===== src/design/tott_pkg.sv =====
`timescale 1ns / 1ps
// ----------------------------------------------------------------------------
// tott_pkg
// Shared constants, types and elaboration-time helpers for the thermal
// overload trip time pipeline.
// ----------------------------------------------------------------------------
package tott_pkg;

   localparam int IN_FRAC_BITS = 16;
   localparam int P_FRAC_BITS  = 12;
   localparam int LOG_FB       = 24;
   localparam int MANT_W       = 31;
   localparam int K_W          = 5;
   localparam int IN_W         = 24;
   localparam int P_W          = 16;
   localparam int TP_W         = 32;
   localparam int AT_W         = IN_W + TP_W;
   localparam int D_W          = 40;
   localparam int LNV_W        = 29;
   localparam int SPLIT        = 28;
   localparam int T_SHIFT      = IN_FRAC_BITS + LOG_FB - SPLIT;
   localparam logic [31:0] LN2_Q32 = 32'hB17217F8;

   typedef enum logic [1:0] {
      CSR_GAIN_A        = 2'd0,
      CSR_EXPONENT_P    = 2'd1,
      CSR_OFFSET_Q      = 2'd2,
      CSR_TIME_CONSTANT = 2'd3
   } csr_index_type;

   typedef enum logic [1:0] {
      STAT_OK     = 2'd0,
      STAT_NOTRIP = 2'd1,
      STAT_SAT    = 2'd2
   } status_type;

   typedef struct packed {
      logic [K_W-1:0]    k;
      logic [MANT_W-1:0] m;
   } norm_type;

   // top bit index and mantissa aligned to Q1.30
   function automatic norm_type norm(input logic [MANT_W-1:0] v);
      norm_type r;
      r.k = '0;
      for (int i = 0; i < MANT_W; i++) begin
         if (v[i]) r.k = K_W'(i);
      end
      r.m = v << (K_W'(MANT_W - 1) - r.k);
      return r;
   endfunction

   function automatic logic [63:0] isqrt64(input logic [63:0] v);
      logic [63:0] rem;
      logic [63:0] res;
      logic [63:0] bitv;
      rem  = v;
      res  = '0;
      bitv = 64'd1 << 62;
      for (int j = 0; j < 32; j++) begin
         if (bitv > rem) bitv = bitv >> 2;
      end
      for (int j = 0; j < 32; j++) begin
         if (bitv != 0) begin
            if (rem >= res + bitv) begin
               rem = rem - (res + bitv);
               res = (res >> 1) + bitv;
            end else begin
               res = res >> 1;
            end
            bitv = bitv >> 2;
         end
      end
      return res;
   endfunction

   // 2^(2^-idx) in Q1.30, built by repeated square roots from 2.0
   function automatic logic [MANT_W-1:0] exp_root(input int idx);
      logic [63:0] c;
      c = 64'd1 << 31;
      for (int i = 1; i <= idx; i++) begin
         c = isqrt64(c << 30);
      end
      return c[MANT_W-1:0];
   endfunction

endpackage


===== src/design/tott_log_cell.sv =====
`timescale 1ns / 1ps
// ----------------------------------------------------------------------------
// tott_log_cell
// One log2 fraction bit: square the Q1.30 mantissa, renormalize, shift
// the bit into the fraction word and pass the sideband on.
// ----------------------------------------------------------------------------
module tott_log_cell import tott_pkg::*; #(
   parameter int PW = 8
) (
   input  logic              clock,
   input  logic              reset,
   input  logic              en,
   input  logic              vld_i,
   input  logic [MANT_W-1:0] mant_i,
   input  logic [LOG_FB-1:0] frac_i,
   input  logic [PW-1:0]     pay_i,
   output logic              vld_o,
   output logic [MANT_W-1:0] mant_o,
   output logic [LOG_FB-1:0] frac_o,
   output logic [PW-1:0]     pay_o
);

   logic [2*MANT_W-1:0] sq;
   logic [MANT_W:0]     sqs;
   logic [MANT_W-1:0]   mant_in, mant_ff;
   logic [LOG_FB-1:0]   frac_in, frac_ff;
   logic [PW-1:0]       pay_ff;
   logic                vld_ff;

   always_comb begin
      sq  = mant_i * mant_i;
      sqs = sq[2*MANT_W-1:MANT_W-1];
      if (sqs[MANT_W]) begin
         mant_in = sqs[MANT_W:1];
         frac_in = {frac_i[LOG_FB-2:0], 1'b1};
      end else begin
         mant_in = sqs[MANT_W-1:0];
         frac_in = {frac_i[LOG_FB-2:0], 1'b0};
      end
   end

   always_ff @(posedge clock) begin
      if (reset) begin
         vld_ff <= 1'b0;
      end else if (en) begin
         vld_ff <= vld_i;
      end
   end

   always_ff @(posedge clock) begin
      if (en) begin
         mant_ff <= mant_in;
         frac_ff <= frac_in;
         pay_ff  <= pay_i;
      end
   end

   assign vld_o  = vld_ff;
   assign mant_o = mant_ff;
   assign frac_o = frac_ff;
   assign pay_o  = pay_ff;

endmodule


===== config.mk =====
export PLATFORM = sky130hd
export DESIGN_NAME = tott_log_cell
export DESIGN_NICKNAME = d
export VERILOG_FILES = /design/src/design/tott_pkg.sv /design/src/design/tott_log_cell.sv
export SDC_FILE = /design/constraint.sdc
export NUM_CORES = 2
export LEC_CHECK = 0
export BUFFER_PORTS_ARGS = -buffer_cell sky130_fd_sc_hd__buf_4
export CORE_ASPECT_RATIO = 0.5
export CORE_MARGIN = 8
export CORE_UTILIZATION = 37
export CTS_CLUSTER_DIAMETER = 40
export DETAILED_ROUTE_END_ITERATION = 8
export SETUP_SLACK_MARGIN = 0.4
export SLEW_MARGIN = 25
export SYNTH_ARGS = -nofsm -noshare
export SYNTH_HDL_FRONTEND = slang
export SYNTH_SLANG_ARGS = --single-unit

===== constraint.sdc =====
create_clock -name clock -period 8.1 [get_ports clock]
set_clock_uncertainty 0.1 [all_clocks]
set_input_delay 0 -clock clock [delete_from_list [all_inputs] [get_ports clock]]
set_output_delay 0 -clock clock [all_outputs]
set_load 0.01 [all_outputs]

Word level (Yosys, flattened, before mapping)
Cells that the tools add are included.

Muxes and demuxes: 2. Multipliers: 1.

Operator list (number): 31-bit by 31-bit multiplier with 62-bit output (1); 30-bit two-way mux (1); 1-bit two-way mux (1).

Logic and storage cells: 8. Output and inout bits: 64. Bits of input ports: 67. Register bits: 64.

Depth between registers and ports, before layout
Depth after elaboration: 2. Gate-level depth with buffers: 31.

Worst setup path after synthesis
No wires, ideal clock.

Path kind: input to register. Start: input port mant_i[16]. End: register mant_ff[10] (netlist: mant_o[10]) (data pin). Data arrival time: 7.112 ns. Required time: 7.740 ns. Stages: 25. Path slack: 0.628 ns. Library setup time: 0.260 ns. Path through: clkbuf_1 > clkbuf_1 > nand2_1 > fa_1 > inv_1 > fa_1 > inv_1 > fa_1 > fa_1 > inv_1 > fa_1 > fa_1 > fa_1 > fa_1 > ha_1 > nand4_1 > a211oi_1 > nor2_1 > or3_1 > a2111o_1 > nand3_2 > a21oi_4 > xnor2_4 > buf_6 > mux2_2.

Longest elaborated chain between the ends: 2.

Ends and longest elaborated chain: start, declared (line tott_log_cell.sv:14) `input logic [MANT_W-1:0] mant_i,`; 31-bit by 31-bit multiplier with 62-bit output (line tott_log_cell.sv:31) `sq = mant_i * mant_i;`; 30-bit two-way mux (line tott_log_cell.sv:33) `if (sqs[MANT_W]) begin`; named net mant_in[10] (line tott_log_cell.sv:25) `logic [MANT_W-1:0] mant_in, mant_ff;`; end signal, assigned (line tott_log_cell.sv:52) `mant_ff <= mant_in;`; end, declared (line tott_log_cell.sv:25).

The timed path passes the listed nets, and every way through them passes these cells. A chain may end at the register's enable or synchronous reset.

Worst setup path in the final report
Start: input port mant_i[14]. End: register mant_ff[28] (netlist: mant_o[28]) (data pin).

Same word-level chain as after synthesis.

==> results.md <==
- Setup-failing EPs final: 0
- I/O Buffers: roughly 130
- Total negative setup slack: 0 ps
- Root buffer cell: clkbuf_16
- Worst slew pin tran: slightly above 800 ps
- Layout cells sized above 1: under 10%
- Crit. End Element: flip-flop
- Total track usage: between 10% and 20%
- Startpoint types: primary input
- Delay-heaviest family, CP: adder cells
- 1st-iter DRT viols: between 600 and 700
- Crit path kind: primary input to flip-flop
- Antenna violations before repair: 1
- Die Height: between 200 and 250 µm
- Clk Latency, worst-skew pair: roughly 320 ps
- Largest area contributor in the netlist: fa_1
- P&R area growth vs syn: 11.50%
- Most frequent CP cell: fa_1
- Post-Synthesis Cells: between 2,000 and 3,000
- Flops & latches, synth: 64
- Dpl ws: 183.3 ps
- CTS tree: built
- Stages on worst setup path: 27
- Final WS setup: a little over 600 ps
- Setup slack, reg-to-reg: roughly 7000 ps
- Vias: between 15,000 and 20,000
- YS warnings: 0
- CP Capture Point: mant_o[28]$_DFFE_PP_
- Ys async rst share: 0%
- Fmax: ~130 MHz
- First-pass GRT wire length: roughly 120 mm
- Clk slew on worst S/H paths: 60 ps
- Worst EP required: 8070 ps
- Crit path max fanout: 12
- Post-Route WL: between 70 and 80 mm
- Die ar.: between 80,000 and 90,000 µm²
- Simple-gate share of the synthesized area: 10.07%
- Final #Nets: about 4,200
- CP peak stage delay: ~600 ps
- R2r startpoint: vld_o$_SDFFE_PP0P_
- Synth Area in Adders: a little over three fifths
- Effective utilization at floorplan: ~38%
- Multiplexer share of the synthesized area: about 1.2%
- Critical path arrival: between 7000 and 8000 ps
- Maximum Capacitance Violations: 0
- Post-DP HPWL: 62.67 mm
- Post-route ant nets: 0
- I/O Pins: between 100 and 150
- RSZ-0062 raised after global routing: no
- Bufs on Longest Clock Path: 2
- WL/cell: 17.42 µm
- Critical Path Source: mant_i[14]
- H-tree Lvls: 3
- Period utilization: 92.55%
- R2R cell count: 3
- Mapped cell area: 29,180 µm²
- Die Wd: just over 400 µm
- Gr ovfl total: 0
- DR vias/cell: approximately 4.7
- Pins Over Slew Limit: 0
- Mapped Nets: 4,074
- Worst rel slew slack: ~45%
- Core area: 77,650 µm²
- Total CTS buffers: 9
- Buf/Inv on CP: 8
- Unique masters post-synth: 63
- Drt drc: 0
- # rows: 72
- Area contributors post-synth: fa_1, inv_1, ha_1
- Top FF cell, synth: edfxtp_1
- Register area share after synthesis: 6.551%
- Critical-path top delay cell: fa_1
- Largest family of logic cells by synthesized area: adder cells
- Clock sinks: 64
- HP Class: primary input to flip-flop
- Minimum clock period: ~7500 ps
- Post-synthesis area per instance: about 10 µm²
- Final hold vios: 0
- Vias in the first global route: between 20,000 and 25,000
- Largest net degree at the start of global routing: 65
- Top-area cell type share of the netlist area: slightly above 50%
- Post-synth EDFFs: 63
- Post-Synth XOR/XNOR Area: ~1.8%
- Complex-gate fraction of the synthesized area: under 10%
- Outcome: finished, final reports clean
- R2r endpoint: vld_o$_SDFFE_PP0P_
- First-pass detailed-route iteration total: 5
- RePlAce Congestion: slightly below 0.9
what timing repair did:
action                     in CTS  in global routing
resized for setup               0                 38
hold endpoints to repair       32                  0
setup buffers                   0                  1
setup endpoints to repair       0                 31
hold buffers                   33                  0
metrics by stage:
step | cell area, µm² | std cells | utilization (%) | hold slack [ps]
2_1_floorplan | 29180 | 2991 | - | -27.62
3_3_place_gp | 31670 | 4131 | 40.78 | 58.90
3_5_place_dp | 31670 | 4131 | 40.78 | 60.94
4_1_cts | 32300 | 4180 | 41.59 | 209.2
5_1_grt | 32540 | 4184 | 41.90 | 215.0
6_report | 32540 | 4185 | 41.90 | 194.9
sequential cells by signal, indices dropped and copies added (netlist names):
register and flops:
mant_o 31, frac_o 24, pay_o 8, vld_o 1
worst min-delay path by stage:
stage / from / endpoint / slack, ps / cells after the start
5_1_grt: en / mant_o[0]$_DFFE_PP_ / 220 / 1
3_3_place_gp: reset / vld_o$_SDFFE_PP0P_ / 60 / 2
4_1_cts: en / mant_o[0]$_DFFE_PP_ / 210 / 1
3_5_place_dp: reset / vld_o$_SDFFE_PP0P_ / 60 / 2
2_1_floorplan: reset / vld_o$_SDFFE_PP0P_ / -30 / 1
6_report: en / mant_o[0]$_DFFE_PP_ / 190 / 1
cell type report:
cell class	instances	area, µm²
Tap cell	1036	1296
Clock buffer	9	225.2
Sequential cell	64	1912
Timing Repair Buffer	245	2034
Antenna cell	2	5.005
Multi-Input combinational cell	1910	23570
Fill cell	7645	45120
Clock inverter	7	72.57
Inverter	912	3423
synthesized netlist by cell type, drive strengths merged, types with 3 or more instances:
cell type  instances
and2             190
nand4             10
and4               3
nor2b              9
o21bai            12
a31oi              9
a221o              3
nand2            300
o21a               4
nand2b             3
nand3              9
and3               8
xor2              26
a21boi             5
inv              911
a211oi             5
fa               747
clkbuf           100
ha               269
buf                5
a21o              37
o21ai             22
edfxtp            63
xnor2             33
a31o               6
a21oi             62
mux2              27
mux2i              5
a221oi             3
o211ai             4
nor2              56
or2                8
nor3               9
cell families after synthesis:
family          after synthesis
compound gates              191
buf+inv                    1017
flops                        64
mux                          32
simple gates                612
fa+ha+maj                  1016
xor+xnor                     59
per-layer routing:
metal  global-route usage (%)  wire length (µm)
met2                    31.75             38490
met3                    2.083              2740
met5                        0                 0
met4                    4.100              1794
met1                    21.29             29890
cell usage in the layout (no fill, tap or decap), drive strengths merged, types with 9 or more instances in the layout:
cell type,count
inv,911
fa,747
nand2,300
ha,269
buf,211
and2,190
edfxtp,63
a21oi,62
nor2,56
a21o,37
dlygate4sd3,33
xnor2,33
mux2,27
xor2,26
o21ai,22
o21bai,12
nand4,10
clkbuf,10
a31oi,9
nor2b,9
nor3,9
nand3,9
Power is not shown: default switching activity piles up to over one toggle a cycle in this logic, so the estimate is an artifact.
