===== config.mk =====
export PLATFORM = sky130hd
export DESIGN_NAME = tott_exp_cell
export DESIGN_NICKNAME = d
export VERILOG_FILES = /design/src/design/tott_pkg.sv /design/src/design/tott_exp_cell.sv
export SDC_FILE = /design/constraint.sdc
export NUM_CORES = 1
export LEC_CHECK = 0
export BUFFER_PORTS_ARGS = -buffer_cell sky130_fd_sc_hd__buf_2
export CAP_MARGIN = 20
export CORE_MARGIN = 5
export CORE_UTILIZATION = 40
export DETAILED_ROUTE_END_ITERATION = 10
export GPL_ROUTABILITY_DRIVEN = 0
export PLACE_DENSITY_LB_ADDON = 0.08
export SLEW_MARGIN = 20
export SYNTH_ARGS = -nofsm -noshare
export SYNTH_HDL_FRONTEND = slang
export SYNTH_SLANG_ARGS = --single-unit

===== constraint.sdc =====
create_clock -name clock -period 9.8 [get_ports clock]
set_input_delay 2.45 -clock clock [delete_from_list [all_inputs] [get_ports clock]]
set_output_delay 2.45 -clock clock [all_outputs]
set_load 0.01 [all_outputs]

===== src/design/tott_pkg.sv =====
`timescale 1ns / 1ps
// ----------------------------------------------------------------------------
// tott_pkg
// Shared constants, types and elaboration-time helpers for the thermal
// overload trip time pipeline.
// ----------------------------------------------------------------------------
package tott_pkg;

   localparam int IN_FRAC_BITS = 16;
   localparam int P_FRAC_BITS  = 12;
   localparam int LOG_FB       = 24;
   localparam int MANT_W       = 31;
   localparam int K_W          = 5;
   localparam int IN_W         = 24;
   localparam int P_W          = 16;
   localparam int TP_W         = 32;
   localparam int AT_W         = IN_W + TP_W;
   localparam int D_W          = 40;
   localparam int LNV_W        = 29;
   localparam int SPLIT        = 28;
   localparam int T_SHIFT      = IN_FRAC_BITS + LOG_FB - SPLIT;
   localparam logic [31:0] LN2_Q32 = 32'hB17217F8;

   typedef enum logic [1:0] {
      CSR_GAIN_A        = 2'd0,
      CSR_EXPONENT_P    = 2'd1,
      CSR_OFFSET_Q      = 2'd2,
      CSR_TIME_CONSTANT = 2'd3
   } csr_index_type;

   typedef enum logic [1:0] {
      STAT_OK     = 2'd0,
      STAT_NOTRIP = 2'd1,
      STAT_SAT    = 2'd2
   } status_type;

   typedef struct packed {
      logic [K_W-1:0]    k;
      logic [MANT_W-1:0] m;
   } norm_type;

   // top bit index and mantissa aligned to Q1.30
   function automatic norm_type norm(input logic [MANT_W-1:0] v);
      norm_type r;
      r.k = '0;
      for (int i = 0; i < MANT_W; i++) begin
         if (v[i]) r.k = K_W'(i);
      end
      r.m = v << (K_W'(MANT_W - 1) - r.k);
      return r;
   endfunction

   function automatic logic [63:0] isqrt64(input logic [63:0] v);
      logic [63:0] rem;
      logic [63:0] res;
      logic [63:0] bitv;
      rem  = v;
      res  = '0;
      bitv = 64'd1 << 62;
      for (int j = 0; j < 32; j++) begin
         if (bitv > rem) bitv = bitv >> 2;
      end
      for (int j = 0; j < 32; j++) begin
         if (bitv != 0) begin
            if (rem >= res + bitv) begin
               rem = rem - (res + bitv);
               res = (res >> 1) + bitv;
            end else begin
               res = res >> 1;
            end
            bitv = bitv >> 2;
         end
      end
      return res;
   endfunction

   // 2^(2^-idx) in Q1.30, built by repeated square roots from 2.0
   function automatic logic [MANT_W-1:0] exp_root(input int idx);
      logic [63:0] c;
      c = 64'd1 << 31;
      for (int i = 1; i <= idx; i++) begin
         c = isqrt64(c << 30);
      end
      return c[MANT_W-1:0];
   endfunction

endpackage


===== src/design/tott_exp_cell.sv =====
`timescale 1ns / 1ps
// ----------------------------------------------------------------------------
// tott_exp_cell
// One exp2 fraction bit: multiply the Q1.30 accumulator by 2^(2^-IDX)
// when the matching exponent bit is set, pass the rest on.
// ----------------------------------------------------------------------------
module tott_exp_cell import tott_pkg::*; #(
   parameter int IDX = 1,
   parameter int PW  = 8
) (
   input  logic              clock,
   input  logic              reset,
   input  logic              en,
   input  logic              vld_i,
   input  logic [MANT_W-1:0] acc_i,
   input  logic [LOG_FB-1:0] frac_i,
   input  logic [PW-1:0]     pay_i,
   output logic              vld_o,
   output logic [MANT_W-1:0] acc_o,
   output logic [LOG_FB-1:0] frac_o,
   output logic [PW-1:0]     pay_o
);

   localparam logic [MANT_W-1:0] ROOT = exp_root(IDX);

   logic [2*MANT_W-1:0] prod;
   logic [MANT_W-1:0]   acc_in, acc_ff;
   logic [LOG_FB-1:0]   frac_ff;
   logic [PW-1:0]       pay_ff;
   logic                vld_ff;

   always_comb begin
      prod   = acc_i * ROOT;
      acc_in = frac_i[LOG_FB-IDX] ? prod[2*MANT_W-2:MANT_W-1] : acc_i;
   end

   always_ff @(posedge clock) begin
      if (reset) begin
         vld_ff <= 1'b0;
      end else if (en) begin
         vld_ff <= vld_i;
      end
   end

   always_ff @(posedge clock) begin
      if (en) begin
         acc_ff  <= acc_in;
         frac_ff <= frac_i;
         pay_ff  <= pay_i;
      end
   end

   assign vld_o  = vld_ff;
   assign acc_o  = acc_ff;
   assign frac_o = frac_ff;
   assign pay_o  = pay_ff;

endmodule


Word level (Yosys, flattened, before mapping)
Index checks and enable logic that the tools add are counted.
W data, S select, Z words.
- register bits: 64
- output and inout bits: 64
- logic and storage cells: 6
- multipliers: 1
- mux-type cells: 1
- operators with widths (operator ; number):
    $mul A31 B31 Y61 const B ; 1
    $mux W31 ; 1

Logic depth before layout (Yosys ltp)
Gate-level depths: netlist of run 1.
- word-level depth: 2
- depth in mapped cells: 25

Worst setup path after synthesis of run 1
No wires, ideal clock.
- path type: input to register
- start point: input acc_i[18]
- end point: register acc_ff[10] (netlist: acc_o[10]) (data pin)
- setup time: 0.260 ns
- data arrival time: 8.540 ns
- slack: 1.000 ns
- cell stages on the path: 24
- path buffers: 1
- cell sequence: ha_1 -> fa_1 -> inv_1 -> fa_1 -> inv_1 -> fa_1 -> inv_1 -> fa_1 -> inv_1 -> fa_1 -> fa_1 -> inv_1 -> fa_1 -> inv_1 -> ha_1 -> buf_2 -> nand4_1 -> nor3_1 -> nand4b_1 -> o31a_2 -> o21ai_2 -> a221oi_2 -> xnor2_1 -> mux2_2
- cells in the longest elaborated chain, start to end: 2
- RTL lines (element ; RTL line ; text):
    start: declaration ; tott_exp_cell.sv:15 ; input logic [MANT_W-1:0] acc_i,
    $mul A31 B31 Y61 ; tott_exp_cell.sv:33 ; prod = acc_i * ROOT;
    $mux W31 ; tott_exp_cell.sv:34 ; acc_in = frac_i[LOG_FB-IDX] ? prod[2*MANT_W-2:MANT_W-1] : acc_i;
    via acc_in[10] ; tott_exp_cell.sv:27 ; logic [MANT_W-1:0] acc_in, acc_ff;
    end signal: assignment ; tott_exp_cell.sv:47 ; acc_ff <= acc_in;
    end: declaration ; tott_exp_cell.sv:27 ;
The timed path passes the listed nets, and every way through them passes these cells.
A chain may end at the register's enable or synchronous reset.

Worst setup path in the final report of run 1
- start point: input acc_i[9]
- end point: register acc_ff[19] (netlist: acc_o[19]) (data pin)
The elaborated chain is that of the path after synthesis.

==> impl_metrics.yaml, run 1 <==
critical_path:
  crit_type: "input port to flop"
  crit-reg2reg-launch: "vld_o$_SDFFE_PP0P_"
  cp_max_fo: 8
  endpoint_kind: "flop"
  r2r_slack_ns: 9.23
  r2r_end: "vld_o$_SDFFE_PP0P_"
  arrival_ns: 9.34
  worstPathRequired_ns: 9.89
  cp-start-kind: "input port"
  reg2regPathDepth: 2
global_routing:
  antenna_found_initial: 0
  grt_pass1_wl_um: 87600
  overflow: 0
  grt_max_degree: 65
  grtUsageTotal_pct: 22.8
  grt_pass1_vias: 14800
die:
  die_area_um2: 51400
  num_io_pins: 131
  start_util_pct: 40.4
  die_y_um: 227
  dieWidth_um: 227
  core.rowCount: 79
  core-area_um2: 46600
sta:
  rsz0062_at_grt: "false"
  final.setup.tns_ns: 0
  fmax_mhz: 108
  finalClockSkew_ns: 0
  setup_violations: 0
  tightest_slew_ns: 0.907
  relSlewSlack_pct: 39.5
  period_needed_ns: 9.25
  hold_violations: 0
  slew_viol_final: 0
  post-route-period-util_pct: 94.4
cts:
  clkLatencyLatePin_ns: 0.33
  cts.sinks: 64
  cts.clk_slew.worst_paths_ns: 0.06
  cts_resized: 0
  cts_buffers: 9
  postCtsHoldBufs: 0
  root_buffer: "clkbuf_16"
  cts_max_level: 3
  cts.path.max_buffers: 2
  cts_tree: "built"
  cts_setup_buffers: 0
cells_and_area:
  antenna_cells: 0
  syn2layout_area_growth_pct: 10.7
  drive_gt1_share_pct: 12.1
  final_nets: 2807
drt:
  vias: 13100
  routed_wl_um: 57000
  drc: 0
  antenna_left: 0
  drt_pass1_iterations: 5
  wl_per_cell_um: 21.8
  vias_per_cell: 5.02
  drtIter0Drc: 553
yosys:
  synth_ff_type: "edfxtp_1"
  synth_edf_count: 63
  ys_ff_latch: 64
  yosys_warnings: 0
  synthArstFlopShare_pct: 0
  syn_inst: 1823
  synth-seq-area-share_pct: 10.2
  postSynthAreaPerCell_um2: 10.3
  synth_area_um2: 18800
  syn_nets: 2633
  synth_cell_types: 71
hold_path:
  hold_class: "flop to flop"
  hold_start: "vld_o$_SDFFE_PP0P_"
  min_to: "vld_o$_SDFFE_PP0P_"
  whs_path_depth: 2
job:
  max_cap_viol_count: 0
outcome:
  outcome: "finished clean"
place:
  post-dp-hpwl_um: 50900
  io_buffer_count: 130
final cells by class:
class | instances | area, um^2
Timing Repair Buffer | 188 | 1090
Inverter | 544 | 2040
Multi-Input combinational cell | 1190 | 14700
Fill cell | 4568 | 25700
Clock buffer | 10 | 229
Clock inverter | 6 | 36.3
Tap cell | 607 | 759
Sequential cell | 64 | 1910
per-layer routing:
layer	wire [um]	track usage (%)
met4	1900	6.58
met3	1340	1.37
met2	30100	42.6
met5	0	0
met1	23700	28.5
how the worst max path moves through the flow:
stage	from	endpoint	slack (ns)	cells past startpoint
finish	acc_i[9]	acc_o[19]$_DFFE_PP_	0.55	26
global route	acc_i[9]	acc_o[18]$_DFFE_PP_	0.19	26
CTS	acc_i[9]	acc_o[19]$_DFFE_PP_	0.58	26
detailed placement	acc_i[9]	acc_o[19]$_DFFE_PP_	0.20	26
global placement	acc_i[6]	acc_o[19]$_DFFE_PP_	0.24	26
floorplan	acc_i[18]	acc_o[10]$_DFFE_PP_	1.00	24
registers in the layout (all words and copies together) (netlist names):
name,flops
pay_o,8
frac_o,24
acc_o,31
vld_o,1
metrics by stage:
step | hold slack [ns] | utilization, % | setup slack [ns] | area [um^2] | cells
6_report | 0.487 | 44.7 | 0.554 | 20800 | 2609
5_1_grt | 0.532 | 44.7 | 0.189 | 20800 | 2609
4_1_cts | 0.494 | 44.7 | 0.578 | 20800 | 2609
3_5_place_dp | 0.480 | 44.1 | 0.197 | 20500 | 2593
3_3_place_gp | 0.471 | 44.1 | 0.240 | 20500 | 2593
2_1_floorplan | 0.528 | - | 1.00 | 18800 | 1823
kinds of logic after synthesis:
kind of cell / count (synthesis) / share of synthesized area, %
simple gates: 164 / 4.58
fa+ha+maj: 743 / 62.6
mux: 22 / 1.32
flops: 64 / 10.2
xor+xnor: 54 / 2.52
buf+inv: 569 / 11.4
compound gates: 207 / 7.37
cells in the final DEF, fill, tap and decap left out, types with 14 or more instances in the layout:
cell and instances:
a21o_1 37, a21oi_1 60, and2_1 14, buf_2 130
buf_4 58, edfxtp_1 63, fa_1 330, ha_1 413
inv_1 544, mux2_2 19, nand2_1 41, nand3_1 20
nand4_1 19, nor2_1 31, o21ai_0 31, xnor2_1 27
xor2_1 27
worst max-delay path: stages:
cell and delay (ns):
buf_2 0.26, ha_1 0.34, fa_1 0.42, fa_1 0.49
inv_1 0.05, fa_1 0.47, inv_1 0.05, fa_1 0.49
inv_1 0.05, fa_1 0.52, inv_1 0.05, fa_1 0.47
inv_1 0.05, fa_1 0.47, inv_1 0.07, ha_1 0.36
nand3_1 0.21, nor4_4 0.35, nand3_1 0.17, nor4_2 0.30
nor4b_2 0.08, buf_4 0.17, o31ai_4 0.40, a31oi_1 0.17
xnor2_1 0.15, mux2_4 0.26
cell usage after synthesis (2+ instances only):
cell type,instances,area [um^2]
a2111oi_0,2,17.5
a211oi_1,5,37.5
a21boi_0,4,30.0
a21o_1,37,278
a21oi_1,60,300
a21oi_2,3,26.3
a221oi_2,2,30.0
a22oi_1,2,15.0
a31o_1,2,17.5
a31oi_1,9,56.3
and2_1,14,87.6
and3_1,5,31.3
and4_1,2,17.5
buf_2,4,20.0
clkbuf_1,20,75.1
edfxtp_1,63,1890
fa_1,330,6610
ha_1,413,5170
inv_1,544,2040
mux2_2,19,214
mux2i_1,2,20.0
nand2_1,41,154
nand2b_1,4,25.0
nand3_1,20,100
nand4_1,19,119
nor2_1,31,116
nor2b_1,5,31.3
nor3_1,9,45.0
o211ai_1,8,60.1
o21a_1,6,45.0
o21ai_0,31,155
o21ai_1,5,25.0
o21bai_1,6,45.0
o221ai_1,2,17.5
o31ai_1,5,37.5
or3_1,2,12.5
xnor2_1,27,236
xor2_1,27,236
Power of run 1 is left out: the tool's default activity adds up to more than one toggle a clock period on the data nets, which glitch-free logic cannot reach.
==> run 2, diff against run 1 <==
- CORE_UTILIZATION: 40 -> 55
==> run 2 against run 1 <==
Die area decreased by 26%. Via count increased by 0.49%. Maximum frequency decreased by 0.65%. Register-to-register slack about the same. First-iteration DRC count increased by 6.7%. Critical path depth decreased by 2. Cell count decreased by 6.9%. Routed wire length decreased by 11%. Count of clock-buffer cells in the layout unchanged. Clock skew unchanged. Hold slack improved by 0.0085 ns. Global-route usage increased by 4.6 points. Critical path type unchanged. Critical endpoint unchanged.
==> impl_metrics.yaml, run 2 (synthesis gave the netlist of run 1 again) <==
drt:
  drtIter0Drc: 590
  wl_per_cell_um: 20.8
  vias: 13200
  routed_wl_um: 50500
  drc: 0
  antenna_left: 0
  vias_per_cell: 5.41
  drt_pass1_iterations: 5
sta:
  fmax_mhz: 107
  hold_violations: 0
  period_needed_ns: 9.31
  final.setup.tns_ns: 0
  slew_viol_final: 0
  post-route-period-util_pct: 95.0
  rsz0062_at_grt: "false"
  setup_violations: 0
  relSlewSlack_pct: 43.2
  tightest_slew_ns: 0.851
  finalClockSkew_ns: 0
die:
  die_area_um2: 38000
  core.rowCount: 67
  num_io_pins: 131
  die_y_um: 195
  dieWidth_um: 195
  core-area_um2: 33600
  start_util_pct: 55.9
global_routing:
  antenna_found_initial: 2
  grt_max_degree: 65
  grt_pass1_wl_um: 80900
  overflow: 0
  grt_pass1_vias: 14500
  grtUsageTotal_pct: 27.5
outcome:
  outcome: "finished clean"
critical_path:
  worstPathRequired_ns: 9.87
  startpoint: "acc_i[15]"
  cp-start-kind: "input port"
  cp_max_fo: 7
  arrival_ns: 9.38
  endpoint_kind: "flop"
  crit_type: "input port to flop"
  crit-reg2reg-launch: "vld_o$_SDFFE_PP0P_"
cts:
  postCtsHoldBufs: 0
  cts.sinks: 64
  cts.path.max_buffers: 2
  cts_tree: "built"
  cts_buffers: 9
  clkLatencyLatePin_ns: 0.32
  cts_max_level: 3
  cts_resized: 0
  cts.clk_slew.worst_paths_ns: 0.06
  root_buffer: "clkbuf_16"
  cts_setup_buffers: 0
cells_and_area:
  drive_gt1_share_pct: 11.2
  largest_reg_flops: 31
  final_cell_mix: "inv_1 (544), ha_1 (413), fa_1 (330)"
  syn2layout_area_growth_pct: 8.99
  final_nets: 2786
  layout_commonest_cell: "inv_1"
hold_path:
  hold_start: "vld_o$_SDFFE_PP0P_"
  hold_class: "flop to flop"
place:
  io_buffer_count: 130
  post-dp-hpwl_um: 44600
job:
  max_cap_viol_count: 0
==> run 2: cell type report <==
cell class              instances  area [um^2]
well taps                     448          561
clock buffers                  10          229
multi-input cells            1190        14700
repair buffers                167          928
diodes                          1         2.50
clock inverters                 6         68.8
fillers                      2905        13100
flip-flops and latches         64         1910
inverters                     544         2040
==> run 2: path summary, 6_finish.rpt <==
path / endpoint / slack (ns) / cells after the start
worst min register to register: vld_o$_SDFFE_PP0P_ / 0.50 / 2
worst max register to register: vld_o$_SDFFE_PP0P_ / 9.22 / 2
worst max-delay path: acc_o[19]$_DFFE_PP_ / 0.49 / 24
worst min-delay path: vld_o$_SDFFE_PP0P_ / 0.50 / 2
==> run 2: layer usage <==
metal  global-route usage (%)  part of all wire [%]  vias to the layer above
li1                         -                     -                     6108
met1                     36.0                    42                     6595
met2                     48.0                    50                      359
met3                     3.36                   5.0                       86
met4                     8.35                   3.5                        2
met5                        0                 0.026                        -
==> run 2: through the flow <==
step	hold slack (ns)	instance area, um^2	setup slack, ns	utilization [%]	std cells
floorplan	0.528	18800	1.00	-	1823
global placement	0.475	20200	0.284	60.0	2413
detailed placement	0.481	20200	0.203	60.0	2413
CTS	0.495	20500	0.528	60.9	2429
global route	0.548	20500	0.187	60.9	2429
finish	0.495	20500	0.493	60.9	2430
==> run 2: worst max-delay path, cell delays in order <==
cell	delay [ns]
buf_2	0.33
ha_1	0.40
fa_1	0.43
fa_1	0.49
inv_1	0.05
fa_1	0.49
inv_1	0.06
fa_1	0.50
fa_1	0.51
fa_1	0.50
inv_1	0.05
fa_1	0.48
inv_1	0.06
ha_1	0.37
nand4_2	0.18
nor4_4	0.35
nand3_1	0.15
nor4_2	0.27
nor4b_2	0.08
buf_4	0.16
o31ai_4	0.40
a31oi_1	0.18
xnor2_1	0.15
mux2_4	0.26
Power of run 2 is left out for the same reason.
